===== src/hdl/csm_pkg.sv =====
//------------------------------------------------------------------------------
// csm_pkg
// shared types and constants for the cron schedule parser and matcher
//------------------------------------------------------------------------------
`default_nettype none
package csm_pkg;

    localparam int TOKEN_LIMIT_DEF = 100;

    typedef enum logic [3:0] {
        PH_NEW, PH_FIELD, PH_RANGE, PH_NUM1, PH_AFTER1, PH_NUM2S, PH_NUM2,
        PH_STEPQ, PH_STEPS, PH_STEP, PH_LISTQ, PH_JUNK, PH_BLANK, PH_TAIL, PH_FIN
    } phase_t;

    localparam logic [2:0] ST_OK       = 3'd0;
    localparam logic [2:0] ST_TRAILING = 3'd6;

    localparam logic [7:0] CH_STAR  = 8'h2a;
    localparam logic [7:0] CH_DASH  = 8'h2d;
    localparam logic [7:0] CH_SLASH = 8'h2f;
    localparam logic [7:0] CH_COMMA = 8'h2c;
    localparam logic [7:0] CH_NUL   = 8'h00;

    typedef struct packed {
        logic       cmd;
        logic [7:0] spec_char;
        logic       end_of_spec;
        logic [5:0] minute_now;
        logic [4:0] hour_now;
        logic [4:0] day_of_month_now;
        logic [3:0] month_now;
        logic [2:0] weekday_now;
    } in_item_t;

    typedef struct packed {
        logic       reply_kind;
        logic [2:0] parse_status;
        logic       time_matches;
    } out_item_t;

    // controller to datapath
    typedef struct packed {
        logic       load;      // capture input beat
        logic       feed_start;
        logic       feed_zero; // feed a zero byte
        logic       finish;    // result ready to be built
    } ctrl_cmd_t;

    typedef struct packed {
        logic feed_busy;
    } dp_status_t;

    function automatic logic [6:0] fld_low(input logic [2:0] f);
        return (f == 3'd2 || f == 3'd3) ? 7'd1 : 7'd0;
    endfunction

    function automatic logic [6:0] fld_high(input logic [2:0] f);
        logic [6:0] r;
        unique case (f)
            3'd0:    r = 7'd59;
            3'd1:    r = 7'd23;
            3'd2:    r = 7'd31;
            3'd3:    r = 7'd12;
            default: r = 7'd7;
        endcase
        return r;
    endfunction

    function automatic logic is_blank(input logic [7:0] c);
        return c == 8'h20 || (c >= 8'd9 && c <= 8'd13);
    endfunction

    function automatic logic is_dig(input logic [7:0] c);
        return c >= 8'h30 && c <= 8'h39;
    endfunction

    function automatic logic is_alpha(input logic [7:0] c);
        return (c >= 8'h61 && c <= 8'h7a) || (c >= 8'h41 && c <= 8'h5a);
    endfunction

    // month name to 1..12, 0 when none
    function automatic logic [3:0] mon_lookup(input logic [23:0] t);
        logic [3:0] r;
        unique case (t)
            24'h6a616e: r = 4'd1;
            24'h666562: r = 4'd2;
            24'h6d6172: r = 4'd3;
            24'h617072: r = 4'd4;
            24'h6d6179: r = 4'd5;
            24'h6a756e: r = 4'd6;
            24'h6a756c: r = 4'd7;
            24'h617567: r = 4'd8;
            24'h736570: r = 4'd9;
            24'h6f6374: r = 4'd10;
            24'h6e6f76: r = 4'd11;
            24'h646563: r = 4'd12;
            default:    r = 4'd0;
        endcase
        return r;
    endfunction

    // weekday name to 1..7 (value plus one), 0 when none
    function automatic logic [2:0] dow_lookup(input logic [23:0] t);
        logic [2:0] r;
        unique case (t)
            24'h73756e: r = 3'd1;
            24'h6d6f6e: r = 3'd2;
            24'h747565: r = 3'd3;
            24'h776564: r = 3'd4;
            24'h746875: r = 3'd5;
            24'h667269: r = 3'd6;
            24'h736174: r = 3'd7;
            default:    r = 3'd0;
        endcase
        return r;
    endfunction

endpackage
`default_nettype wire


===== src/hdl/csm_ctrl.sv =====
//------------------------------------------------------------------------------
// csm_ctrl
// sequencer: takes a beat, runs the parser feeds, presents the result
//------------------------------------------------------------------------------
`default_nettype none
module csm_ctrl
    import csm_pkg::*;
(
    input  wire logic       clk,
    input  wire logic       rst_n,
    input  wire logic       in_valid,
    output logic            in_ready,
    input  wire logic       in_cmd,
    input  wire logic       in_eos,
    output logic            out_valid,
    input  wire logic       out_ready,
    output ctrl_cmd_t       cmd,
    input  dp_status_t      status
);
    typedef enum logic [2:0] {S_IDLE, S_FEED1, S_WAIT1, S_FEED0, S_WAIT0, S_OUT} state_t;

    state_t state_reg, state_next;
    logic   eos_reg, eos_next;
    logic   out_valid_reg, out_valid_next;

    assign in_ready  = (state_reg == S_IDLE) && !out_valid_reg;
    assign out_valid = out_valid_reg;

    always_comb
    begin
        state_next     = state_reg;
        eos_next       = eos_reg;
        out_valid_next = out_valid_reg;
        cmd            = '0;
        if (out_valid_reg && out_ready)
        begin
            out_valid_next = 1'b0;
        end
        unique case (state_reg)
            S_IDLE:
            begin
                if (in_valid && in_ready)
                begin
                    cmd.load = 1'b1;
                    eos_next = in_eos;
                    state_next = in_cmd ? S_OUT : S_FEED1;
                end
            end
            S_FEED1:
            begin
                cmd.feed_start = 1'b1;
                state_next = S_WAIT1;
            end
            S_WAIT1:
            begin
                if (!status.feed_busy)
                begin
                    state_next = eos_reg ? S_FEED0 : S_IDLE;
                end
            end
            S_FEED0:
            begin
                cmd.feed_start = 1'b1;
                cmd.feed_zero = 1'b1;
                state_next = S_WAIT0;
            end
            S_WAIT0:
            begin
                if (!status.feed_busy)
                begin
                    state_next = S_OUT;
                end
            end
            S_OUT:
            begin
                cmd.finish = 1'b1;
                out_valid_next = 1'b1;
                state_next = S_IDLE;
            end
            default: state_next = S_IDLE;
        endcase
    end

    always_ff @(posedge clk or negedge rst_n)
    begin
        if (!rst_n)
        begin
            state_reg     <= S_IDLE;
            eos_reg       <= 1'b0;
            out_valid_reg <= 1'b0;
        end
        else
        begin
            state_reg     <= state_next;
            eos_reg       <= eos_next;
            out_valid_reg <= out_valid_next;
        end
    end
endmodule
`default_nettype wire


===== config.mk =====
export PLATFORM = sky130hd
export DESIGN_NAME = csm_ctrl
export DESIGN_NICKNAME = d
export VERILOG_FILES = /design/src/hdl/csm_pkg.sv /design/src/hdl/csm_ctrl.sv
export SDC_FILE = /design/constraint.sdc
export NUM_CORES = 1
export LEC_CHECK = 0
export ABC_AREA = 0
export ABC_CLOCK_PERIOD_IN_PS = 2700
export BUFFER_PORTS_ARGS = -buffer_cell sky130_fd_sc_hd__buf_4
export CAP_MARGIN = 20
export CELL_PAD_IN_SITES_DETAIL_PLACEMENT = 0
export CELL_PAD_IN_SITES_GLOBAL_PLACEMENT = 1
export CORE_AREA = 5 5 42 44
export CTS_CLUSTER_SIZE = 28
export DETAILED_ROUTE_END_ITERATION = 8
export DIE_AREA = 0 0 47 49
export PLACE_DENSITY = 0.65
export SYNTH_ARGS = -nofsm -noshare
export SYNTH_HDL_FRONTEND = slang
export SYNTH_SLANG_ARGS = --single-unit

===== constraint.sdc =====
create_clock -name clk -period 2.7 [get_ports clk]
set_input_delay 0.27 -clock clk [delete_from_list [all_inputs] [get_ports clk]]
set_output_delay 0.27 -clock clk [all_outputs]
set_load 0.05 [all_outputs]

Word level (Yosys, flattened, before mapping)

Index checks and enable logic that the tools add are counted.
W data, S select, Z words.

Bits in registers: 5
Bits of input ports: 7
Output and inout port bits: 6
Logic and storage cells: 33

Equality and inequality tests: 8
Mux-type cells: 13
Reduce and logical (&&, ||, !) cells: 9

Operators by type and width:

| operator             | count |
|---|---|
| $pmux W3 S5          | 1 |
| $mux W3              | 4 |
| $mux W1              | 7 |
| $eq A3 B2 Y1 const B | 2 |
| $eq A3 B3 Y1 const B | 2 |
| $ne A2 B2 Y1 const B | 2 |
| $eq A3 B1 Y1 const B | 1 |
| $logic_and A1 B1 Y1  | 3 |
| $logic_not A3 Y1     | 1 |
| $reduce_and A3 Y1    | 1 |
| $mux W2              | 1 |
| $ne A2 B1 Y1 const B | 1 |
| $reduce_and A2 Y1    | 1 |
| $reduce_bool A2 Y1   | 1 |
| $reduce_or A2 Y1     | 1 |
| $logic_not A1 Y1     | 1 |

Logic depth before layout (Yosys ltp)

Word-level depth: 5
Depth in mapped cells: 4
Mapped depth without buffers: 3

Worst setup path after synthesis

No wires, ideal clock.

Path type: register to output
From: register out_valid_reg, in the netlist out_valid
To: output in_ready
Data arrival time: 2.084 ns
Path slack: 0.346 ns
Stages on the path, launching flop included: 2
Cell sequence: dfrtp_1 nor4_1

Cells in the longest elaborated chain, start to end: 2

Ends and longest elaborated chain:

| item                     | RTL line       | text |
|---|---|---|
| start: declaration       | csm_ctrl.sv:24 | `logic out_valid_reg, out_valid_next;` |
| start signal: assignment | csm_ctrl.sv:96 | `out_valid_reg <= out_valid_next;` |
| $logic_not A1 Y1         | csm_ctrl.sv:26 | `assign in_ready = (state_reg == S_IDLE) && !out_valid_reg;` |
| $logic_and A1 B1 Y1      | csm_ctrl.sv:26 |  |
| end: declaration         | csm_ctrl.sv:12 | `output logic in_ready,` |

Every way passes these cells.

==> flow_metrics.env <==
export IMPL_cp_data_arrival_time_ps=1320
export IMPL_synth_adder_area_share_pct=0
export IMPL_p_int_uw=266.5
export IMPL_synth_edf_count=0
export IMPL_gp_congestion=0.6846
export IMPL_first_global_vias=228
export IMPL_numCtsBuffers=3
export IMPL_slowest_delay_ps=470
export IMPL_swShare_pct=49.71
export IMPL_dr_first_iter_drc_count=1
export IMPL_synth_area_leader_cell="dfrtp_1"
export IMPL_path_cells="nor4_4 > buf_4"
export IMPL_hp_class="in2reg"
export IMPL_synthSimpleGateAreaFrac_pct=25.64
export IMPL_slowest_stage="dfrtp_1"
export IMPL_synthCells=30
export IMPL_dr_pass1_iters=2
export IMPL_dp_cells=55
export IMPL_synth_top_family_by_area="simple AND/OR/NAND/NOR gates"
export IMPL_antenna_found_initial=0
export IMPL_start_util_pct=20.89
export IMPL_period_needed_ps=1586
export IMPL_regArea_um2=125.1
export IMPL_outcome="completed"
export IMPL_coreArea_mm2=0.001401
export IMPL_p_per_area_mw_per_mm2=1276
export IMPL_clk_latency_ps=240
export IMPL_io_pins=13
export IMPL_multi_input_area_um2=128.9
export IMPL_htreeDepth=1
export IMPL_synth_area_top_cells="dfrtp_1 (43%), nor4_4 (7.3%), a21oi_1 (5.1%)"
export IMPL_row_count=14
export IMPL_ir_worst_vdd_mv=0.2882
export IMPL_synth_xor_area_share_pct=0
export IMPL_max_clock_freq_ghz=0.6306
export IMPL_pwr_share_seq_pct=30.4
export IMPL_path_max_fanout=9
export IMPL_syn_cell_area_um2=292.8
export IMPL_grt_start_max_net_pins=10
export IMPL_pwr_share_clk_pct=16.2
export IMPL_path_buf_inv=1
export IMPL_hold_viol=0
export IMPL_fin_crit_sh_pct=58.73
export IMPL_route_detailed_drc=0
export IMPL_synth_seq_area_share_pct=42.74
export IMPL_wl_per_cell_um=10.53
export IMPL_critical_path_class="reg2out"
export IMPL_via_per_inst=4.217
export IMPL_cts_setup_buffers=0
export IMPL_fin_cells=60
export IMPL_start_kind="flip-flop"
export IMPL_root_buffer="clkbuf_4"
export IMPL_setup_viol=0
export IMPL_fp_dieW_um=47
export IMPL_tns_ps=0
export IMPL_crit_path_end_kind="output pin"
export IMPL_skew_ps=2.828
export IMPL_whs_ps=217.6
export IMPL_drv_cap=0
export IMPL_final_util_pct=29.64
export IMPL_dp_hpwl_um=509.2
export IMPL_die_area_mm2=0.002303
export IMPL_postRouteAntennaNets=0
export IMPL_cts_sinks=5
export IMPL_p_leak_uw=0.0001985
export IMPL_cts_tree="done"
export IMPL_cpLargestDelayFamily="flip-flops"
export IMPL_worstPathRequired_ps=2430
export IMPL_slew_violations=0
export IMPL_ys_types=19
export IMPL_antenna_cells=0
export IMPL_rsz0062_at_grt="false"
export IMPL_filler_cell_count=160
export IMPL_synth_compound_area_share_pct=14.53
export IMPL_synth_top_cell_area_share_pct=42.74
export IMPL_synthArstFlopShare_pct=100.0
export IMPL_nets=52
export IMPL_ys_ff_latch=5
export IMPL_synth_avg_cell_area_um2=9.759
export IMPL_syn_nets=37
export IMPL_grt_pass1_wl_um=1028
export IMPL_track_usage_pct=6.870
export IMPL_dr_total_vias=253
export IMPL_clock_path_buffers=2
export IMPL_worst_pin_slew_ps=302.9
export IMPL_routed_wl_um=632
export IMPL_pwr_share_comb_pct=53.3
export IMPL_muxShareOfSynthArea_pct=3.846
export IMPL_switchingPower_uw=263.4
export IMPL_overflow=0
export IMPL_clkSlewWorstSetupHoldPaths_ps=40
export IMPL_ys_flop_type="dfrtp_1"
export IMPL_dieHeight_um=49
export IMPL_io_buffers=12
export IMPL_max_slew_margin_rel_pct=79.80
export IMPL_largest_reg_flops=3
export IMPL_ys_warn_count=0
export IMPL_layout_drive_gt1_share_pct=36.36
export IMPL_area_growth_pct=41.88
-- worst reg2reg max path: cells and delay by family (launching register included) --
kind / cells / cell delay (ps)
and+or+nand+nor: 1 / 350
DFF: 1 / 470
muxes: 1 / 350
-- final cells by class --
type	count	area share [%]
well taps	16	4.819
multi-input cells	18	31.02
inverters	4	3.614
clock buffers	4	6.325
flip-flops and latches	5	30.12
repair buffers	13	24.10
-- power by group through the flow --
stage / Sequential [uW] / Combinational [uW] / Clock, uW
after floorplan: 149 / 236 / 0
after global placement: 163 / 287 / 0
after detailed placement: 162 / 286 / 0
after CTS: 161 / 287 / 91.0
after global routing: 169 / 302 / 99.7
final: 161 / 283 / 86.0
-- cell usage after synthesis (2+ instances only) --
master and n:
a21oi_1 3, nor2_1 2, dfrtp_1 5, nand2b_1 2, inv_1 4
-- routing by layer --
metal | up-vias | part of all wire, % | GRT usage [%]
met2 | 9 | 44 | 7.466
met1 | 112 | 45 | 8.054
met5 | - | 0 | 0
li1 | 132 | - | -
met4 | 0 | 0 | 5.530
met3 | 0 | 11 | 5.904
-- logic make-up (layout without fill, tap and decap cells) --
| family | count (synthesis) | count (layout) |
|---|---|---|
| flip-flops | 5 | 5 |
| AND/OR/NAND/NOR | 10 | 10 |
| buffers and inverters | 7 | 21 |
| AO/OA/AOI/OAI | 7 | 7 |
| multiplexers | 1 | 1 |
-- final timing paths --
path | slack, ps | start | cells after the start | to
hold reg to reg | 510 | eos_reg | 1 | eos_reg
hold / removal | 220 | out_ready | 2 | out_valid
max in group asynchronous | 2220 | rst_n | 2 | state_reg[0]
setup reg to reg | 1410 | state_reg[2] | 2 | eos_reg
min in group asynchronous | 380 | rst_n | 2 | out_valid
setup / recovery | 1110 | state_reg[2] | 2 | cmd[3]
-- metrics by stage --
step                      power, uW  setup WS, ps  cell area [um2]
after floorplan               384.6         346.4            292.8
after global routing          570.6          1016            415.4
after detailed placement      447.6          1360            379.1
after global placement        449.9          1364            379.1
after CTS                     539.4          1089            415.4
final                         529.9          1114            415.4
-- repair_timing --
action / 4_1_cts / 5_1_grt
gates resized for setup: 0 / 0
hold buffers: 1 / 0
hold endpoints to repair: 5 / 0
-- cell usage in the layout (no fill, tap or decap) --
cell type,count
nor4_1,1
a21oi_1,3
inv_1,4
o31ai_1,1
clkbuf_4,3
or3_1,1
and2b_1,1
nor4bb_1,1
nand2_1,1
nor2_1,2
dfrtp_1,5
a31oi_1,1
clkbuf_1,1
dlygate4sd3_1,1
mux2_1,1
nand2b_1,2
nor4_4,1
o22ai_1,1
o211ai_1,1
buf_4,12
(Power assumes the default switching activity.)
