$ cat src/hdl/csm_pkg.sv
//------------------------------------------------------------------------------
// csm_pkg
// shared types and constants for the cron schedule parser and matcher
//------------------------------------------------------------------------------
`default_nettype none
package csm_pkg;

    localparam int TOKEN_LIMIT_DEF = 100;

    typedef enum logic [3:0] {
        PH_NEW, PH_FIELD, PH_RANGE, PH_NUM1, PH_AFTER1, PH_NUM2S, PH_NUM2,
        PH_STEPQ, PH_STEPS, PH_STEP, PH_LISTQ, PH_JUNK, PH_BLANK, PH_TAIL, PH_FIN
    } phase_t;

    localparam logic [2:0] ST_OK       = 3'd0;
    localparam logic [2:0] ST_TRAILING = 3'd6;

    localparam logic [7:0] CH_STAR  = 8'h2a;
    localparam logic [7:0] CH_DASH  = 8'h2d;
    localparam logic [7:0] CH_SLASH = 8'h2f;
    localparam logic [7:0] CH_COMMA = 8'h2c;
    localparam logic [7:0] CH_NUL   = 8'h00;

    typedef struct packed {
        logic       cmd;
        logic [7:0] spec_char;
        logic       end_of_spec;
        logic [5:0] minute_now;
        logic [4:0] hour_now;
        logic [4:0] day_of_month_now;
        logic [3:0] month_now;
        logic [2:0] weekday_now;
    } in_item_t;

    typedef struct packed {
        logic       reply_kind;
        logic [2:0] parse_status;
        logic       time_matches;
    } out_item_t;

    // controller to datapath
    typedef struct packed {
        logic       load;      // capture input beat
        logic       feed_start;
        logic       feed_zero; // feed a zero byte
        logic       finish;    // result ready to be built
    } ctrl_cmd_t;

    typedef struct packed {
        logic feed_busy;
    } dp_status_t;

    function automatic logic [6:0] fld_low(input logic [2:0] f);
        return (f == 3'd2 || f == 3'd3) ? 7'd1 : 7'd0;
    endfunction

    function automatic logic [6:0] fld_high(input logic [2:0] f);
        logic [6:0] r;
        unique case (f)
            3'd0:    r = 7'd59;
            3'd1:    r = 7'd23;
            3'd2:    r = 7'd31;
            3'd3:    r = 7'd12;
            default: r = 7'd7;
        endcase
        return r;
    endfunction

    function automatic logic is_blank(input logic [7:0] c);
        return c == 8'h20 || (c >= 8'd9 && c <= 8'd13);
    endfunction

    function automatic logic is_dig(input logic [7:0] c);
        return c >= 8'h30 && c <= 8'h39;
    endfunction

    function automatic logic is_alpha(input logic [7:0] c);
        return (c >= 8'h61 && c <= 8'h7a) || (c >= 8'h41 && c <= 8'h5a);
    endfunction

    // month name to 1..12, 0 when none
    function automatic logic [3:0] mon_lookup(input logic [23:0] t);
        logic [3:0] r;
        unique case (t)
            24'h6a616e: r = 4'd1;
            24'h666562: r = 4'd2;
            24'h6d6172: r = 4'd3;
            24'h617072: r = 4'd4;
            24'h6d6179: r = 4'd5;
            24'h6a756e: r = 4'd6;
            24'h6a756c: r = 4'd7;
            24'h617567: r = 4'd8;
            24'h736570: r = 4'd9;
            24'h6f6374: r = 4'd10;
            24'h6e6f76: r = 4'd11;
            24'h646563: r = 4'd12;
            default:    r = 4'd0;
        endcase
        return r;
    endfunction

    // weekday name to 1..7 (value plus one), 0 when none
    function automatic logic [2:0] dow_lookup(input logic [23:0] t);
        logic [2:0] r;
        unique case (t)
            24'h73756e: r = 3'd1;
            24'h6d6f6e: r = 3'd2;
            24'h747565: r = 3'd3;
            24'h776564: r = 3'd4;
            24'h746875: r = 3'd5;
            24'h667269: r = 3'd6;
            24'h736174: r = 3'd7;
            default:    r = 3'd0;
        endcase
        return r;
    endfunction

endpackage
`default_nettype wire

$ cat src/hdl/csm_datapath.sv
//------------------------------------------------------------------------------
// csm_datapath
// parser state, masks, range fill walker and time matcher
//------------------------------------------------------------------------------
`default_nettype none
module csm_datapath
    import csm_pkg::*;
#(
    parameter int TOKEN_LIMIT = TOKEN_LIMIT_DEF
)
(
    input  wire logic       clk,
    input  wire logic       rst_n,
    input  in_item_t        in_item,
    input  ctrl_cmd_t       cmd,
    output dp_status_t      status,
    output out_item_t       result
);
    localparam logic [6:0] TLIM = 7'(TOKEN_LIMIT);

    logic [59:0] min_reg, min_next;
    logic [23:0] hr_reg, hr_next;
    logic [30:0] day_reg, day_next;
    logic [11:0] mon_reg, mon_next;
    logic [7:0]  dow_reg, dow_next;
    logic [1:0]  star_reg, star_next;
    logic [2:0]  fld_reg, fld_next;
    phase_t      ph_reg, ph_next;
    logic [6:0]  acc_reg, acc_next;
    logic [6:0]  rs_reg, rs_next;
    logic [6:0]  re_reg, re_next;
    logic [23:0] tok_reg, tok_next;
    logic [6:0]  tlen_reg, tlen_next;
    logic        tdig_reg, tdig_next;
    logic [2:0]  err_reg, err_next;
    logic        busy_reg, busy_next;
    logic        fill_reg, fill_next;    // walking a range
    logic [6:0]  fi_reg, fi_next;        // walk position
    logic [6:0]  fstep_reg, fstep_next;
    logic [7:0]  ch_reg, ch_next;
    in_item_t    item_reg;
    out_item_t   res_reg, res_next;

    assign status.feed_busy = busy_reg;
    assign result = res_reg;

    logic [7:0] c;
    logic       alnum;
    logic [6:0] lo_f, hi_f;
    logic [3:0] mv;
    logic [2:0] dv;
    logic [6:0] tv;
    logic       tv_ok;
    logic [7:0] nxt_i;
    logic [10:0] acc_mul;
    logic        dom_ok, mon_ok, dow_ok, day_ok, tm;

    always_comb
    begin
        c     = ch_reg;
        alnum = is_dig(c) || is_alpha(c);
        lo_f  = fld_low(fld_reg);
        hi_f  = fld_high(fld_reg);
        mv    = mon_lookup(tok_reg);
        dv    = dow_lookup(tok_reg);
        tv    = acc_reg;
        tv_ok = tdig_reg;
        if (tlen_reg == 7'd3 && fld_reg == 3'd3 && mv != 4'd0)
        begin
            tv = {3'd0, mv};
            tv_ok = 1'b1;
        end
        else if (tlen_reg == 7'd3 && fld_reg == 3'd4 && dv != 3'd0)
        begin
            tv = {4'd0, dv - 3'd1};
            tv_ok = 1'b1;
        end
        acc_mul = {1'b0, acc_reg, 3'b000} + {3'b000, acc_reg, 1'b0} + {7'd0, c[3:0]};
    end

    // whether a value may be set into the current field's mask (field and range check)
    function automatic logic set_ok(input logic [2:0] f, input logic [6:0] v);
        return f <= 3'd4 && v >= fld_low(f) && v <= fld_high(f);
    endfunction

    always_comb
    begin
        logic [6:0] bidx;
        min_next = min_reg; hr_next = hr_reg; day_next = day_reg;
        mon_next = mon_reg; dow_next = dow_reg; star_next = star_reg;
        fld_next = fld_reg; ph_next = ph_reg; acc_next = acc_reg;
        rs_next = rs_reg; re_next = re_reg; tok_next = tok_reg;
        tlen_next = tlen_reg; tdig_next = tdig_reg; err_next = err_reg;
        busy_next = busy_reg; fill_next = fill_reg; fi_next = fi_reg;
        fstep_next = fstep_reg; ch_next = ch_reg; res_next = res_reg;
        bidx = '0;
        nxt_i = '0;

        if (cmd.feed_start)
        begin
            busy_next = 1'b1;
            ch_next = cmd.feed_zero ? CH_NUL : item_reg.spec_char;
            if (!cmd.feed_zero && ph_reg == PH_NEW)
            begin
                err_next = ST_OK;
            end
        end
        else if (busy_reg && err_reg != ST_OK)
        begin
            busy_next = 1'b0;
            fill_next = 1'b0;
        end
        else if (busy_reg && fill_reg)
        begin
            // one position of a range per cycle
            if (fi_reg > re_reg)
            begin
                fill_next = 1'b0;
            end
            else if (!set_ok(fld_reg, fi_reg))
            begin
                err_next = fld_reg + 3'd1;
                fill_next = 1'b0;
            end
            else
            begin
                bidx = fi_reg - lo_f;
                unique case (fld_reg)
                    3'd0:    min_next[bidx[5:0]] = 1'b1;
                    3'd1:    hr_next[bidx[4:0]] = 1'b1;
                    3'd2:    day_next[bidx[4:0]] = 1'b1;
                    3'd3:    mon_next[bidx[3:0]] = 1'b1;
                    default: dow_next[bidx[2:0]] = 1'b1;
                endcase
                nxt_i = {1'b0, fi_reg} + {1'b0, fstep_reg};
                if (nxt_i > 8'd127)
                begin
                    fill_next = 1'b0;
                end
                fi_next = nxt_i[6:0];
            end
        end
        else if (busy_reg)
        begin
            unique case (ph_reg)
                PH_NEW:
                begin
                    min_next = '0; hr_next = '0; day_next = '0; mon_next = '0;
                    dow_next = '0; star_next = '0; fld_next = '0;
                    ph_next = PH_FIELD;
                end
                PH_FIELD:
                begin
                    if (c == CH_STAR && fld_reg == 3'd2) star_next[0] = 1'b1;
                    if (c == CH_STAR && fld_reg == 3'd4) star_next[1] = 1'b1;
                    ph_next = PH_RANGE;
                end
                PH_RANGE:
                begin
                    if (c == CH_STAR)
                    begin
                        rs_next = lo_f; re_next = hi_f;
                        ph_next = PH_STEPQ; busy_next = 1'b0;
                    end
                    else if (c == CH_NUL)
                    begin
                        err_next = fld_reg + 3'd1;
                    end
                    else
                    begin
                        tlen_next = '0; tok_next = '0; tdig_next = 1'b1; acc_next = '0;
                        ph_next = PH_NUM1;
                    end
                end
                PH_NUM1, PH_NUM2, PH_STEP:
                begin
                    if (alnum)
                    begin
                        busy_next = 1'b0;
                        if ({1'b0, tlen_reg} + 8'd1 >= {1'b0, TLIM})
                        begin
                            err_next = fld_reg + 3'd1;
                        end
                        else
                        begin
                            tlen_next = tlen_reg + 7'd1;
                            if (tlen_reg < 7'd3)
                            begin
                                tok_next = {tok_reg[15:0],
                                            (c >= 8'h41 && c <= 8'h5a) ? c + 8'd32 : c};
                            end
                            if (is_dig(c))
                            begin
                                acc_next = (acc_mul > 11'd127) ? 7'd127 : acc_mul[6:0];
                            end
                            else
                            begin
                                tdig_next = 1'b0;
                            end
                        end
                    end
                    else if (!tv_ok)
                    begin
                        err_next = fld_reg + 3'd1;
                    end
                    else if (ph_reg == PH_NUM1)
                    begin
                        rs_next = tv; ph_next = PH_AFTER1;
                    end
                    else if (ph_reg == PH_NUM2)
                    begin
                        re_next = tv; ph_next = PH_STEPQ;
                    end
                    else
                    begin
                        ph_next = PH_LISTQ;
                        if (tv == 7'd0)
                        begin
                            err_next = fld_reg + 3'd1;
                        end
                        else
                        begin
                            fill_next = 1'b1; fi_next = rs_reg; fstep_next = tv;
                        end
                    end
                end
                PH_AFTER1:
                begin
                    if (c == CH_DASH)
                    begin
                        ph_next = PH_NUM2S; busy_next = 1'b0;
                    end
                    else
                    begin
                        // single value: walk of one position
                        fill_next = 1'b1; fi_next = rs_reg; fstep_next = 7'd127;
                        re_next = rs_reg;
                        ph_next = PH_LISTQ;
                    end
                end
                PH_NUM2S, PH_STEPS:
                begin
                    if (c == CH_NUL)
                    begin
                        err_next = fld_reg + 3'd1;
                    end
                    else
                    begin
                        tlen_next = '0; tok_next = '0; tdig_next = 1'b1; acc_next = '0;
                        ph_next = (ph_reg == PH_NUM2S) ? PH_NUM2 : PH_STEP;
                    end
                end
                PH_STEPQ:
                begin
                    if (c == CH_SLASH)
                    begin
                        ph_next = PH_STEPS; busy_next = 1'b0;
                    end
                    else
                    begin
                        fill_next = 1'b1; fi_next = rs_reg; fstep_next = 7'd1;
                        ph_next = PH_LISTQ;
                    end
                end
                PH_LISTQ:
                begin
                    if (c == CH_COMMA)
                    begin
                        ph_next = PH_RANGE; busy_next = 1'b0;
                    end
                    else
                    begin
                        ph_next = PH_JUNK;
                    end
                end
                PH_JUNK:
                begin
                    if (c != CH_NUL && !is_blank(c))
                    begin
                        busy_next = 1'b0;
                    end
                    else
                    begin
                        ph_next = PH_BLANK;
                    end
                end
                PH_BLANK:
                begin
                    if (is_blank(c))
                    begin
                        busy_next = 1'b0;
                    end
                    else
                    begin
                        fld_next = fld_reg + 3'd1;
                        ph_next = (fld_reg >= 3'd4) ? PH_TAIL : PH_FIELD;
                    end
                end
                PH_TAIL:
                begin
                    busy_next = 1'b0;
                    if (c != CH_NUL)
                    begin
                        err_next = ST_TRAILING;
                    end
                    else
                    begin
                        if (dow_reg[0] || dow_reg[7])
                        begin
                            dow_next[0] = 1'b1; dow_next[7] = 1'b1;
                        end
                        ph_next = PH_FIN;
                    end
                end
                default: busy_next = 1'b0;
            endcase
        end

        dom_ok = day_reg[item_reg.day_of_month_now - 5'd1] && item_reg.day_of_month_now != 5'd0;
        mon_ok = item_reg.month_now >= 4'd1 && item_reg.month_now <= 4'd12
                 && mon_reg[item_reg.month_now - 4'd1];
        dow_ok = dow_reg[item_reg.weekday_now];
        day_ok = (star_reg != 2'b00) ? (dow_ok && dom_ok) : (dow_ok || dom_ok);
        tm = item_reg.minute_now < 6'd60 && min_reg[item_reg.minute_now]
             && item_reg.hour_now < 5'd24 && hr_reg[item_reg.hour_now] && mon_ok && day_ok;

        if (cmd.finish)
        begin
            if (item_reg.cmd)
            begin
                res_next = '{reply_kind: 1'b1, parse_status: ST_OK, time_matches: tm};
            end
            else
            begin
                res_next = '{reply_kind: 1'b0, parse_status: err_reg, time_matches: 1'b0};
                ph_next = PH_NEW;
            end
        end
    end

    always_ff @(posedge clk)
    begin
        if (cmd.load)
        begin
            item_reg <= in_item;
        end
        res_reg <= res_next;
        acc_reg <= acc_next; rs_reg <= rs_next; re_reg <= re_next;
        tok_reg <= tok_next; tlen_reg <= tlen_next; tdig_reg <= tdig_next;
        fi_reg <= fi_next; fstep_reg <= fstep_next; ch_reg <= ch_next;
    end

    always_ff @(posedge clk or negedge rst_n)
    begin
        if (!rst_n)
        begin
            min_reg <= '0; hr_reg <= '0; day_reg <= '0; mon_reg <= '0; dow_reg <= '0;
            star_reg <= '0; fld_reg <= '0; ph_reg <= PH_NEW; err_reg <= ST_OK;
            busy_reg <= 1'b0; fill_reg <= 1'b0;
        end
        else
        begin
            min_reg <= min_next; hr_reg <= hr_next; day_reg <= day_next;
            mon_reg <= mon_next; dow_reg <= dow_next; star_reg <= star_next;
            fld_reg <= fld_next; ph_reg <= ph_next; err_reg <= err_next;
            busy_reg <= busy_next; fill_reg <= fill_next;
        end
    end
endmodule
`default_nettype wire

$ cat config.mk
export PLATFORM = sky130hd
export DESIGN_NAME = csm_datapath
export DESIGN_NICKNAME = d
export VERILOG_FILES = /design/src/hdl/csm_pkg.sv /design/src/hdl/csm_datapath.sv
export SDC_FILE = /design/constraint.sdc
export NUM_CORES = 1
export LEC_CHECK = 0
export ABC_CLOCK_PERIOD_IN_PS = 4700
export BUFFER_PORTS_ARGS = -buffer_cell sky130_fd_sc_hd__buf_2
export CORE_UTILIZATION = 60
export CTS_BUF_LIST = sky130_fd_sc_hd__clkbuf_16
export DETAILED_ROUTE_END_ITERATION = 7
export HOLD_SLACK_MARGIN = 0.02
export MAX_ROUTING_LAYER = met4
export PLACE_DENSITY = 0.84
export SLEW_MARGIN = 20
export SYNTH_ARGS = -nofsm -noshare
export SYNTH_HDL_FRONTEND = slang
export SYNTH_SLANG_ARGS = --single-unit
export TNS_END_PERCENT = 50
$ cat constraint.sdc
create_clock -name clk -period 4.7 [get_ports clk]
set_input_delay 0.47 -clock clk [delete_from_list [all_inputs] [get_ports clk]]
set_output_delay 0.47 -clock clk [all_outputs]
set_load 0.03 [all_outputs]
Word-level counts from Yosys, hierarchy flattened

Cells that the tools add are included.

Bits in registers: 261
Input port bits: 39
Output and inout port bits: 6
Logic and storage cells: 456

$add $sub $neg: 11
Magnitude comparators: 34
Equal/unequal tests: 96
Multiplexer cells: 191
Bitwise gates (word level): 8
Reduce and logical (&&, ||, !) cells: 84

Operator list:

| operator                                                           | number |
|---|---|
| 24-bit by 23-bit == test with 1-bit output (second input constant) | 19 |
| 60-bit two-way mux                                                 | 6 |
| 7-bit two-way mux                                                  | 43 |
| 24-bit two-way mux                                                 | 11 |
| 31-bit two-way mux                                                 | 6 |
| 7-bit case mux with 3 select lines                                 | 5 |
| 4-bit two-way mux                                                  | 20 |
| 12-bit two-way mux                                                 | 6 |
| 24-bit case mux with 3 select lines                                | 1 |
| 60-bit OR                                                          | 1 |
| 3-bit two-way mux                                                  | 17 |
| 8-bit two-way mux                                                  | 6 |
| 4-bit case mux with 12 select lines                                | 1 |
| 1-bit two-way mux                                                  | 46 |
| 2-bit != test (second input constant)                              | 23 |
| 9-bit AND reduction                                                | 5 |
| 4-bit case mux with 11 select lines                                | 1 |
| 8-bit by 6-bit == test with 1-bit output (second input constant)   | 5 |
| 3-bit != test (second input constant)                              | 12 |
| 4-bit != test (second input constant)                              | 9 |
| 7-bit AND reduction                                                | 5 |
| 31-bit OR                                                          | 1 |
| 1-bit logical AND                                                  | 29 |
| 4-bit == test (second input constant)                              | 6 |
| other kinds (91)                                                   | 140 |

Logic depth before layout (Yosys ltp)

Gate-level depths: netlist of run 1.

Depth after elaboration: 17
Mapped depth: 16
Depth with buffers taken out: 14

Least setup slack after synthesis of run 1

Ideal clock, no wire load.

Path type: reg-to-reg
Start: register tlen_reg[0]
End: register tok_reg[0] (enable)
Library setup time: 0.435 ns
Arrival: 3.636 ns
Required time: 4.265 ns
Setup slack: 0.629 ns
Stages on the path, launching flop included: 11
Buffers on the path: 1
Period minus slack after synthesis: 4.071 ns
Path through: edfxtp_1 > ha_1 > clkbuf_1 > nand3_1 > o21a_1 > o31a_1 > o211ai_1 > a21oi_1 > a211oi_1 > o21bai_1 > nor3_1

Longest elaborated chain between the ends: 4
Elaborated cells on any way between the ends: 6
Classes of those cells: 1 x add/sub; 2 x order compare; 2 x eq/ne; 1 x reduce/logical

RTL lines:

| what                                           | RTL line            | RTL |
|---|---|---|
| start: declaration                             | csm_datapath.sv:33  | `logic [6:0] tlen_reg, tlen_next;` |
| start signal: assignment                       | csm_datapath.sv:349 | `tok_reg <= tok_next; tlen_reg <= tlen_next; tdig_reg <= tdig_next;` |
| 7-bit by 1-bit adder with 8-bit output         | csm_datapath.sv:180 | `if ({1'b0, tlen_reg} + 8'd1 >= {1'b0, TLIM})` |
| 8-bit by 7-bit >= comparator with 1-bit output | csm_datapath.sv:180 |  |
| 2-bit != test (no source line)                 | --                  |  |
| 9-bit AND reduction (no source line) (*)       | --                  |  |
| end signal: assignment                         | csm_datapath.sv:349 |  |
| end: declaration                               | csm_datapath.sv:32  | `logic [23:0] tok_reg, tok_next;` |

Every way passes the cells marked *; elsewhere a longest branch is shown, timed or not.
A chain may end at the register's enable or synchronous reset.

Worst setup path after layout of run 1

Start: register tok_reg[3]
End: register fstep_reg[6] (enable)

Longest elaborated chain between the ends: 9
Elaborated cells on any way between the ends: 34
Classes of those cells: 1 x add/sub; 21 x eq/ne; 6 x mux; 6 x reduce/logical

RTL lines:

| what                                                                                                | RTL line            | RTL |
|---|---|---|
| parallel branches: the longest is 8 deep, another holds 3-bit by 1-bit subtractor with 3-bit output | --                  |  |
| 12-bit AND reduction (no source line) (*)                                                           | --                  |  |
| end signal: assignment                                                                              | csm_datapath.sv:350 | `fi_reg <= fi_next; fstep_reg <= fstep_next; ch_reg <= ch_next;` |
| end: declaration                                                                                    | csm_datapath.sv:39  | `logic [6:0] fstep_reg, fstep_next;` |

Mark *: on every way between the ends.

==> flow_metrics.env, run 1 <==
export IMPL_outcome="finished clean"
export IMPL_place_area_sq_um=14600
export IMPL_critical_path_max_stage_delay_ps=530
export IMPL_critPathKind="reg -> reg"
export IMPL_synth_top_cell_area_share=0.266
export IMPL_drv_cap=0
export IMPL_grt_start_max_net_pins=106
export IMPL_syn_cell_area_sq_um=14000
export IMPL_async_flop_share=0.571
export IMPL_wirelength_um=33900
export IMPL_instances_no_fill=1719
export IMPL_cp_endpoint="fstep_reg[6]$_DFFE_PP_"
export IMPL_final_setup_tns_ps=0
export IMPL_clock_path_buffers=3
export IMPL_critPathLaunchType="flop"
export IMPL_timing_final_crit_share=0.841
export IMPL_area_growth_pct=9.64
export IMPL_dp_cells=1669
export IMPL_htree_num_levels=1
export IMPL_clkSinkCount=261
export IMPL_synth_yosys_seq_area_share=0.505
export IMPL_synthDistinctLibCells=80
export IMPL_yosysMostFrequentCell="nor2_1"
export IMPL_syn_inst=1355
export IMPL_drt_iter0_markers=1351
export IMPL_synth_warning_count=0
export IMPL_r2r_start="tok_reg[3]$_SDFFCE_PP0P_"
export IMPL_antenna_found_initial=0
export IMPL_slowest_stage="edfxtp_1"
export IMPL_timing_fmax_mhz=253
export IMPL_slew_headroom=0.324
export IMPL_ff2ff_setup_slack_ps=750
export IMPL_ios=45
export IMPL_overflow=0
export IMPL_core_area_sq_um=22800
export IMPL_grt_total_usage=0.300
export IMPL_critPathCaptureType="flop"
export IMPL_cts_buffers_inserted=27
export IMPL_dr_pass1_iters=6
export IMPL_fp_dieW_um=155
export IMPL_crit_chain="nor4b_1 -> nand4_1 -> o31ai_1 -> a31oi_1 -> ha_1 -> ha_1 -> nor3_2 -> buf_4 -> a21o_1 -> a211oi_2 -> o22ai_1 -> nand3b_1 -> nor2_1"
export IMPL_post_route_util=0.676
export IMPL_ir_worst_vdd_mv=0.379
export IMPL_clk_pin_slew_ps=60
export IMPL_via_count=10900
export IMPL_p_int_uw=4930
export IMPL_largest_reg_flops=60
export IMPL_min_path_type="in -> async"
export IMPL_die_height_um=155
export IMPL_cp_num_cells=13
export IMPL_p_seq_frac=0.436
export IMPL_wl_per_cell_um=19.7
export IMPL_path_delay_family="simple AND/OR/NAND/NOR gates"
export IMPL_rsz0062_at_grt="false"
export IMPL_ys_seq_elements=261
export IMPL_clkLatencyLatePin_ps=550
export IMPL_skew_ps=14.5
export IMPL_worst_path_most_repeated_cell="ha_1"
export IMPL_rr_worst_depth=13
export IMPL_post_route_cell_area_sq_um=15400
export IMPL_postCtsSetupBuffers=0
export IMPL_startpoint="tok_reg[3]$_SDFFCE_PP0P_"
export IMPL_crit_arrival_ps=4130
export IMPL_drive_above_1_share=0.127
export IMPL_initial_core_util=0.617
export IMPL_place_hpwl_um=23500
export IMPL_diodes=0
export IMPL_die_area_sq_um=24000
export IMPL_cts_root_buffer="clkbuf_16"
export IMPL_gp_congestion=0.938
export IMPL_r2r_end="fstep_reg[6]$_DFFE_PP_"
export IMPL_whs_ps=12.0
export IMPL_leakage_uw=0.00652
export IMPL_p_clk_frac=0.256
export IMPL_postCtsResizedCells=0
export IMPL_vias_per_cell=6.36
export IMPL_setup_viol=0
export IMPL_grt_pass1_vias=10800
export IMPL_fin_crit_ps=3950
export IMPL_hold_viol=0
export IMPL_synth_top_cell_by_area="dfrtp_1"
export IMPL_comb_power_share=0.308
export IMPL_synth_main_ff_cell="dfrtp_1"
export IMPL_fin_nets=1477
export IMPL_power_switching_uw=2790
export IMPL_avgSynthCellArea_sq_um=10.4
export IMPL_ant_nets=0
export IMPL_cp_required_ps=4870
export IMPL_swShare=0.362
export IMPL_synthesis_nets=1447
export IMPL_nFillCells=1670
export IMPL_cts_hold_buf=0
export IMPL_power_density_nw_per_um2=502
export IMPL_grt_pass1_wl_um=55100
export IMPL_crit_buf_inv=1
export IMPL_slew_violations=0
export IMPL_cts_tree="done"
export IMPL_route_detailed_drc=0
export IMPL_ys_top_cells_by_area="dfrtp_1 27%, edfxtp_1 24%, nor2_1 6.7%"
export IMPL_io_buffers=43
export IMPL_synth_edf_count=112
export IMPL_worst_slew_pin_slew_ps=1010
export IMPL_fp_row_count=55
export IMPL_worst_path_max_fanout=12
export IMPL_synth_common_cells="251 x nor2_1, 163 x a21oi_1, 149 x dfrtp_1"
## per-stage QoR
step	total power, uW	setup slack, ps
2_1_floorplan	5000	629
3_3_place_gp	5590	956
3_5_place_dp	5700	852
4_1_cts	7690	820
5_1_grt	8130	381
6_report	7720	746
## power groups by stage
| stage | Sequential (uW) | Combinational, uW | Clock, uW |
|---|---|---|---|
| floorplan | 3190 | 1810 | 0 |
| global placement | 3370 | 2220 | 0 |
| detailed placement | 3390 | 2310 | 0 |
| CTS | 3350 | 2340 | 2000 |
| global route | 3430 | 2620 | 2090 |
| finish | 3370 | 2380 | 1970 |
## how the worst min path moves through the flow
stage	startpoint	end	slack [ps]
5_1_grt	in_item[14]	item_reg[14]$_DFFE_PP_	80
3_3_place_gp	min_reg[30]$_DFFE_PN0P_	min_reg[30]$_DFFE_PN0P_	470
3_5_place_dp	min_reg[54]$_DFFE_PN0P_	min_reg[54]$_DFFE_PN0P_	480
2_1_floorplan	rst_n	day_reg[0]$_DFFE_PN0P_	170
6_report	rst_n	day_reg[3]$_DFFE_PN0P_	10
4_1_cts	rst_n	day_reg[15]$_DFFE_PN0P_	70
## final cells by class
type / instances / area [sq um] / area share
Clock buffer: 27 / 676 / 0.0439
Clock inverter: 23 / 136 / 0.00886
Timing Repair Buffer: 66 / 394 / 0.0256
Tap cell: 313 / 392 / 0.0254
Inverter: 36 / 135 / 0.00878
Sequential cell: 261 / 7090 / 0.461
Multi-Input combinational cell: 993 / 6570 / 0.427
## cell families after synthesis
family | after synthesis | share of synthesized area
buffers and inverters | 101 | 0.0288
AND/OR/NAND/NOR | 555 | 0.198
flip-flops | 261 | 0.505
XOR/XNOR | 24 | 0.0150
AO/OA/AOI/OAI | 306 | 0.131
adder cells (fa/ha/maj) | 54 | 0.0495
multiplexers | 54 | 0.0730
## worst register-to-register path: stages (launching register included)
cell and delay [ps]:
edfxtp_1 530, nor4b_1 480, nand4_1 210, o31ai_1 290, a31oi_1 190, ha_1 240, ha_1 200, nor3_2 220
buf_4 220, a21o_1 150, a211oi_2 60, o22ai_1 140, nand3b_1 170, nor2_1 490
## cells in the final DEF, fill, tap and decap left out, drive strengths merged, types with 17 or more instances in the layout
| cell | instances |
|---|---|
| nand3 | 31 |
| nor2 | 252 |
| o21ai | 38 |
| edfxtp | 112 |
| and2 | 29 |
| a31oi | 17 |
| nand2 | 61 |
| clkbuf | 27 |
| mux4 | 38 |
| nor3 | 49 |
| ha | 50 |
| dfrtp | 149 |
| nor2b | 35 |
| a21oi | 163 |
| inv | 46 |
| buf | 66 |
## metal layers
| layer | GRT usage | share of wire |
|---|---|---|
| met3 | 0.0334 | 0.068 |
| met1 | 0.390 | 0.40 |
| met5 | - | 0 |
| met4 | 0.111 | 0.033 |
| met2 | 0.490 | 0.50 |
Power figures use the tool's default switching activity.
==> run 2, diff against run 1 <==
--- a/config.mk
+++ b/config.mk
@@ -5,7 +5,7 @@
 export SDC_FILE = /design/constraint.sdc
 export NUM_CORES = 1
 export LEC_CHECK = 0
-export ABC_CLOCK_PERIOD_IN_PS = 4700
+export ABC_CLOCK_PERIOD_IN_PS = 3700
 export BUFFER_PORTS_ARGS = -buffer_cell sky130_fd_sc_hd__buf_2
 export CORE_UTILIZATION = 60
 export CTS_BUF_LIST = sky130_fd_sc_hd__clkbuf_16
==> constraint.sdc (replaced) <==
create_clock -name clk -period 3.7 [get_ports clk]
set_input_delay 0.37 -clock clk [delete_from_list [all_inputs] [get_ports clk]]
set_output_delay 0.37 -clock clk [all_outputs]
set_load 0.03 [all_outputs]
==> run 2 against run 1 <==
Count of clock-buffer cells in the layout increased by 3. Hold slack improved by 86 ps. Critical endpoint is now rs_reg[6]$_SDFFCE_PP0P_. Highest routed layer unchanged. Register-to-register slack got worse by 600 ps.
==> flow_metrics.env, run 2 (synthesis results as in run 1) <==
export IMPL_post_route_util=0.716
export IMPL_dp_cells=1720
export IMPL_regArea_sq_um=7090
export IMPL_ios=45
export IMPL_multi_input_area_sq_um=6650
export IMPL_min_path_cells=1
export IMPL_crit_arrival_ps=3800
export IMPL_core_area_sq_um=22800
export IMPL_leakage_uw=0.00699
export IMPL_nFillCells=1524
export IMPL_r2r_start="tok_reg[0]$_SDFFCE_PP0P_"
export IMPL_drv_cap=0
export IMPL_io_buffers=43
export IMPL_crit_chain="buf_4 -> and4bb_2 -> nand3_2 -> nor3_4 -> buf_4 -> a31oi_2 -> ha_1 -> ha_1 -> nor3_2 -> buf_4 -> buf_4 -> o31ai_2 -> buf_4 -> a221o_1 -> nor3_1 -> buf_4"
export IMPL_fp_dieW_um=155
export IMPL_instances_no_fill=1807
export IMPL_drive_above_1_share=0.165
export IMPL_slowest_stage="edfxtp_1"
export IMPL_post_route_cell_area_sq_um=16300
export IMPL_clkSinkCount=261
export IMPL_critical_path_max_stage_delay_ps=480
export IMPL_place_hpwl_um=25400
export IMPL_whs_endpoint="result[0]$_SDFFCE_PN0P_"
export IMPL_grt_pass1_vias=11800
export IMPL_grt_total_usage=0.338
export IMPL_place_area_sq_um=15000
export IMPL_final_common_cell="nor2_1"
export IMPL_clock_path_buffers=3
export IMPL_ff2ff_setup_slack_ps=150
export IMPL_via_count=11600
export IMPL_worst_path_max_fanout=7
export IMPL_area_growth_pct=16.2
export IMPL_slew_violations=0
export IMPL_skew_ps=28.8
export IMPL_rr_worst_depth=16
export IMPL_r2r_end="rs_reg[6]$_SDFFCE_PP0P_"
export IMPL_power_density_nw_per_um2=633
export IMPL_drt_iter0_markers=1471
export IMPL_overflow=0
export IMPL_initial_core_util=0.617
export IMPL_fin_nets=1565
export IMPL_worst_slew_pin_slew_ps=1020
export IMPL_die_area_sq_um=24000
export IMPL_final_cell_mix="250 x nor2_1, 162 x a21oi_1, 149 x dfrtp_1, 112 x edfxtp_1, 75 x buf_4"
export IMPL_worst_path_most_repeated_cell="buf_4"
export IMPL_timing_fmax_mhz=282
export IMPL_finalWorstSetupSlack_ps=150
export IMPL_whs_ps=98.0
export IMPL_ir_worst_vdd_mv=0.482
export IMPL_route_detailed_drc=0
export IMPL_min_path_type="in -> reg"
export IMPL_critPathKind="reg -> reg"
export IMPL_rsz0062_at_grt="false"
export IMPL_ant_nets=0
export IMPL_setup_viol=0
export IMPL_antenna_found_initial=0
export IMPL_fp_row_count=55
export IMPL_diodes=0
export IMPL_timing_final_crit_share=0.959
export IMPL_critPathLaunchType="flop"
export IMPL_largest_reg_flops=60
export IMPL_critPathCaptureType="flop"
export IMPL_post_place_ws_ps=-28.7
export IMPL_vias_per_cell=6.41
export IMPL_clkLatencyLatePin_ps=560
export IMPL_fin_crit_ps=3550
export IMPL_cts_tree="done"
export IMPL_dr_pass1_iters=6
export IMPL_cts_root_buffer="clkbuf_16"
export IMPL_clk_pin_slew_ps=60
export IMPL_wirelength_um=38100
export IMPL_hold_viol=0
export IMPL_grt_start_max_net_pins=99
export IMPL_cp_required_ps=3950
export IMPL_die_height_um=155
export IMPL_wl_per_cell_um=21.1
export IMPL_holdCritStartpoint="cmd[0]"
export IMPL_slew_headroom=0.318
export IMPL_gp_congestion=0.937
export IMPL_outcome="finished clean"
export IMPL_htree_num_levels=1
export IMPL_grt_pass1_wl_um=61500
export IMPL_cts_buffers_inserted=28
[run 2: changes by cell type in the layout (fill, tap and decap cells not counted), sizes merged]
cell / before / now
buf: 66 / 120
dlygate4sd3: 0 / 33
clkbuf: 27 / 30
inv: 46 / 44
[run 2: report_power, final]
| group | internal [uW] | switching, uW | leakage, uW |
|---|---|---|---|
| Sequential | 3720 | 486 | 0.00312 |
| Clock | 1530 | 1170 | 0.000475 |
| Combinational | 1320 | 2090 | 0.00340 |
| Total | 6570 | 3750 | 0.00699 |
[run 2: repair_timing]
item / in CTS / in global routing
pin swaps: 0 / 5
buffers inserted: 0 / 3
endpoints found under the setup margin: 14 / 45
hold endpoints to repair: 98 / 0
gates resized for setup: 1 / 15
hold buffers: 33 / 0
[run 2: final cells by class]
class | instances | area share
Inverter | 36 | 0.00828
Tap cell | 313 | 0.0240
Clock inverter | 21 | 0.00867
Multi-Input combinational cell | 993 | 0.408
Sequential cell | 261 | 0.435
Timing Repair Buffer | 153 | 0.0708
Clock buffer | 30 | 0.0460
[run 2: critical path: cells and delay by family, from the launching register on]
family	cells	cell delay, ps
adder cells (fa/ha/maj)	2	410
flip-flops	1	480
AND/OR/NAND/NOR	5	960
buffers and inverters	6	950
AO/OA/AOI/OAI	3	460
[run 2: worst max-delay path by stage]
stage / startpoint / endpoint / slack [ps] / depth (start not counted)
6_report: tok_reg[0]$_SDFFCE_PP0P_ / rs_reg[6]$_SDFFCE_PP0P_ / 150 / 16
5_1_grt: tok_reg[0]$_SDFFCE_PP0P_ / re_reg[4]$_DFFE_PP_ / 20 / 16
4_1_cts: tok_reg[0]$_SDFFCE_PP0P_ / fi_reg[6]$_DFFE_PP_ / -60 / 14
3_5_place_dp: tok_reg[0]$_SDFFCE_PP0P_ / fi_reg[6]$_DFFE_PP_ / -30 / 15
3_3_place_gp: tok_reg[0]$_SDFFCE_PP0P_ / fi_reg[6]$_DFFE_PP_ / -30 / 14
2_1_floorplan: tok_reg[9]$_SDFFCE_PP0P_ / fi_reg[0]$_DFFE_PP_ / 30 / 12
[run 2: per-layer routing]
layer | vias to the layer above | global-route usage | routed length (um) | part of all wire
met5 | - | - | 0 | 0
met4 | 0 | 0.140 | 1650 | 0.043
met3 | 154 | 0.0577 | 3060 | 0.080
met2 | 623 | 0.553 | 18700 | 0.49
met1 | 5624 | 0.420 | 14700 | 0.39
li1 | 5176 | - | - | -
[run 2: per-stage QoR]
| stage | setup TNS [ps] | power [uW] |
|---|---|---|
| 2_1_floorplan | 0 | 6350 |
| 3_3_place_gp | -218 | 7270 |
| 3_5_place_dp | -235 | 7430 |
| 4_1_cts | -388 | 10200 |
| 5_1_grt | 0 | 10800 |
| 6_report | 0 | 10300 |
==> run 3, diff against run 2 <==
--- a/config.mk
+++ b/config.mk
@@ -8,7 +8,7 @@
 export ABC_CLOCK_PERIOD_IN_PS = 3700
 export BUFFER_PORTS_ARGS = -buffer_cell sky130_fd_sc_hd__buf_2
 export CORE_UTILIZATION = 60
-export CTS_BUF_LIST = sky130_fd_sc_hd__clkbuf_16
+export CTS_BUF_LIST = sky130_fd_sc_hd__clkbuf_4
 export DETAILED_ROUTE_END_ITERATION = 7
 export HOLD_SLACK_MARGIN = 0.02
 export MAX_ROUTING_LAYER = met4
==> run 3 against run 2 <==
Clock power decreased by 8.9%. Setup slack got worse by 15 ps. Largest power group unchanged. Sequential power hardly changed. Wire length fell by 2.8%. Critical endpoint is now re_reg[6]$_DFFE_PP_. Count of clock-buffer cells in the layout up 62.
==> flow_metrics.env, run 3 (synthesis results as in run 1) <==
export IMPL_ant_nets=0
export IMPL_cp_required_ps=4080
export IMPL_ir_worst_vdd_mv=0.445
export IMPL_worst_path_max_fanout=7
export IMPL_final_common_cell="nor2_1"
export IMPL_route_detailed_drc=0
export IMPL_clkLatencyLatePin_ps=720
export IMPL_rsz0062_at_grt="true"
export IMPL_dp_cells=1720
export IMPL_skew_ps=51.3
export IMPL_drv_cap=0
export IMPL_htree_num_levels=3
export IMPL_slew_headroom=0.342
export IMPL_grt_total_usage=0.333
export IMPL_clock_path_buffers=3
export IMPL_worst_slew_pin_slew_ps=983
export IMPL_setup_viol=0
export IMPL_overflow=0
export IMPL_critPathCaptureType="flop"
export IMPL_fp_dieW_um=155
export IMPL_timing_final_crit_share=0.963
export IMPL_final_setup_tns_ps=0
export IMPL_cts_buffers_inserted=68
export IMPL_crit_chain="buf_4 -> and4bb_2 -> nand3_4 -> nor3_4 -> a41o_1 -> nor3_1 -> ha_1 -> ha_1 -> nor3_2 -> buf_4 -> buf_4 -> o31ai_2 -> buf_4 -> a221o_1 -> nor4_2 -> buf_4"
export IMPL_outcome="finished clean"
export IMPL_largest_reg_flops=60
export IMPL_antenna_found_initial=1
export IMPL_timing_fmax_mhz=281
export IMPL_power_density_nw_per_um2=615
export IMPL_die_area_sq_um=24000
export IMPL_grt_start_max_net_pins=99
export IMPL_hold_viol=0
export IMPL_slew_violations=0
export IMPL_grt_pass1_vias=11800
export IMPL_post_route_cell_area_sq_um=16300
export IMPL_cts_tree="done"
export IMPL_initial_core_util=0.617
export IMPL_post_route_util=0.714
export IMPL_wl_per_cell_um=19.8
export IMPL_worst_path_most_repeated_cell="buf_4"
export IMPL_gp_congestion=0.937
export IMPL_dr_pass1_iters=8
export IMPL_ios=45
export IMPL_leakage_uw=0.00701
export IMPL_instances_no_fill=1873
export IMPL_core_area_sq_um=22800
export IMPL_fp_row_count=55
export IMPL_place_area_sq_um=15000
export IMPL_min_path_type="in -> reg"
export IMPL_die_height_um=155
export IMPL_critPathKind="reg -> reg"
export IMPL_grt_pass1_wl_um=60300
export IMPL_critical_path_max_stage_delay_ps=480
export IMPL_cts_root_buffer="clkbuf_4"
export IMPL_clk_pin_slew_ps=80
export IMPL_area_growth_pct=15.8
export IMPL_report_power_total_uw=10000
export IMPL_drt_iter0_markers=1471
export IMPL_slowest_stage="edfxtp_1"
export IMPL_place_hpwl_um=25400
export IMPL_crit_arrival_ps=3950
export IMPL_fin_crit_ps=3560
export IMPL_wirelength_um=37000
export IMPL_via_count=11600
export IMPL_critPathLaunchType="flop"
export IMPL_vias_per_cell=6.20
export IMPL_io_buffers=43
export IMPL_drive_above_1_share=0.196
export IMPL_clkSinkCount=261
export IMPL_final_cell_mix="250 x nor2_1, 162 x a21oi_1, 149 x dfrtp_1, 112 x edfxtp_1, 92 x clkbuf_4"
export IMPL_fin_nets=1606
-- run 3: final cells by class --
class,instances,area (sq um)
Antenna cell,1,2.50
Clock buffer,92,691
Clock inverter,23,145
Fill cell,1556,6520
Inverter,36,135
Multi-Input combinational cell,993,6640
Sequential cell,261,7090
Tap cell,313,392
Timing Repair Buffer,154,1160
-- run 3: critical path, delay by kind of cell (launching register included) --
kind,cells,cell delay [ps]
AO/OA/AOI/OAI,3,540
adder cells (fa/ha/maj),2,370
buffers and inverters,5,810
flip-flops,1,480
AND/OR/NAND/NOR,6,1060
-- run 3: path summary, 6_finish.rpt --
path / start / end / slack, ps / depth (start not counted)
min in group asynchronous: rst_n / hr_reg[10]$_DFFE_PN0P_ / 220 / 2
max reg2reg: tok_reg[0]$_SDFFCE_PP0P_ / re_reg[6]$_DFFE_PP_ / 140 / 16
min reg2reg: day_reg[30]$_DFFE_PN0P_ / day_reg[30]$_DFFE_PN0P_ / 490 / 2
max: tok_reg[0]$_SDFFCE_PP0P_ / re_reg[6]$_DFFE_PP_ / 140 / 16
min: cmd[1] / c[2]$_SDFFCE_PP0P_ / 70 / 2
max in group asynchronous: rst_n / mon_reg[11]$_DFFE_PN0P_ / 2590 / 3
-- run 3: through the flow --
step	worst slack [ps]	hold WS [ps]
2_1_floorplan	29.8	74.4
3_3_place_gp	-31.3	397
3_5_place_dp	-28.7	400
4_1_cts	5.45	43.1
5_1_grt	-11.0	62.2
6_report	135	66.1
-- run 3: routing by layer --
layer,track usage,share of wire,vias to the layer above
li1,-,-,5292
met1,0.421,0.39,5623
met2,0.529,0.49,552
met3,0.0604,0.077,138
met4,0.149,0.043,0
met5,-,0,-
-- run 3: what timing repair did --
item | in CTS | in global routing
endpoints found under the setup margin | 17 | 35
buffers inserted | 0 | 3
resized for setup | 3 | 11
hold endpoints to repair | 103 | 0
hold buffers | 34 | 0
pin swaps | 0 | 4
-- run 3: power by group --
group          internal (uW)  leakage [uW]  switching, uW
Clock                   1240      0.000491           1220
Combinational           1310       0.00341           2040
Sequential              3720       0.00312            468
Total                   6280       0.00701           3730
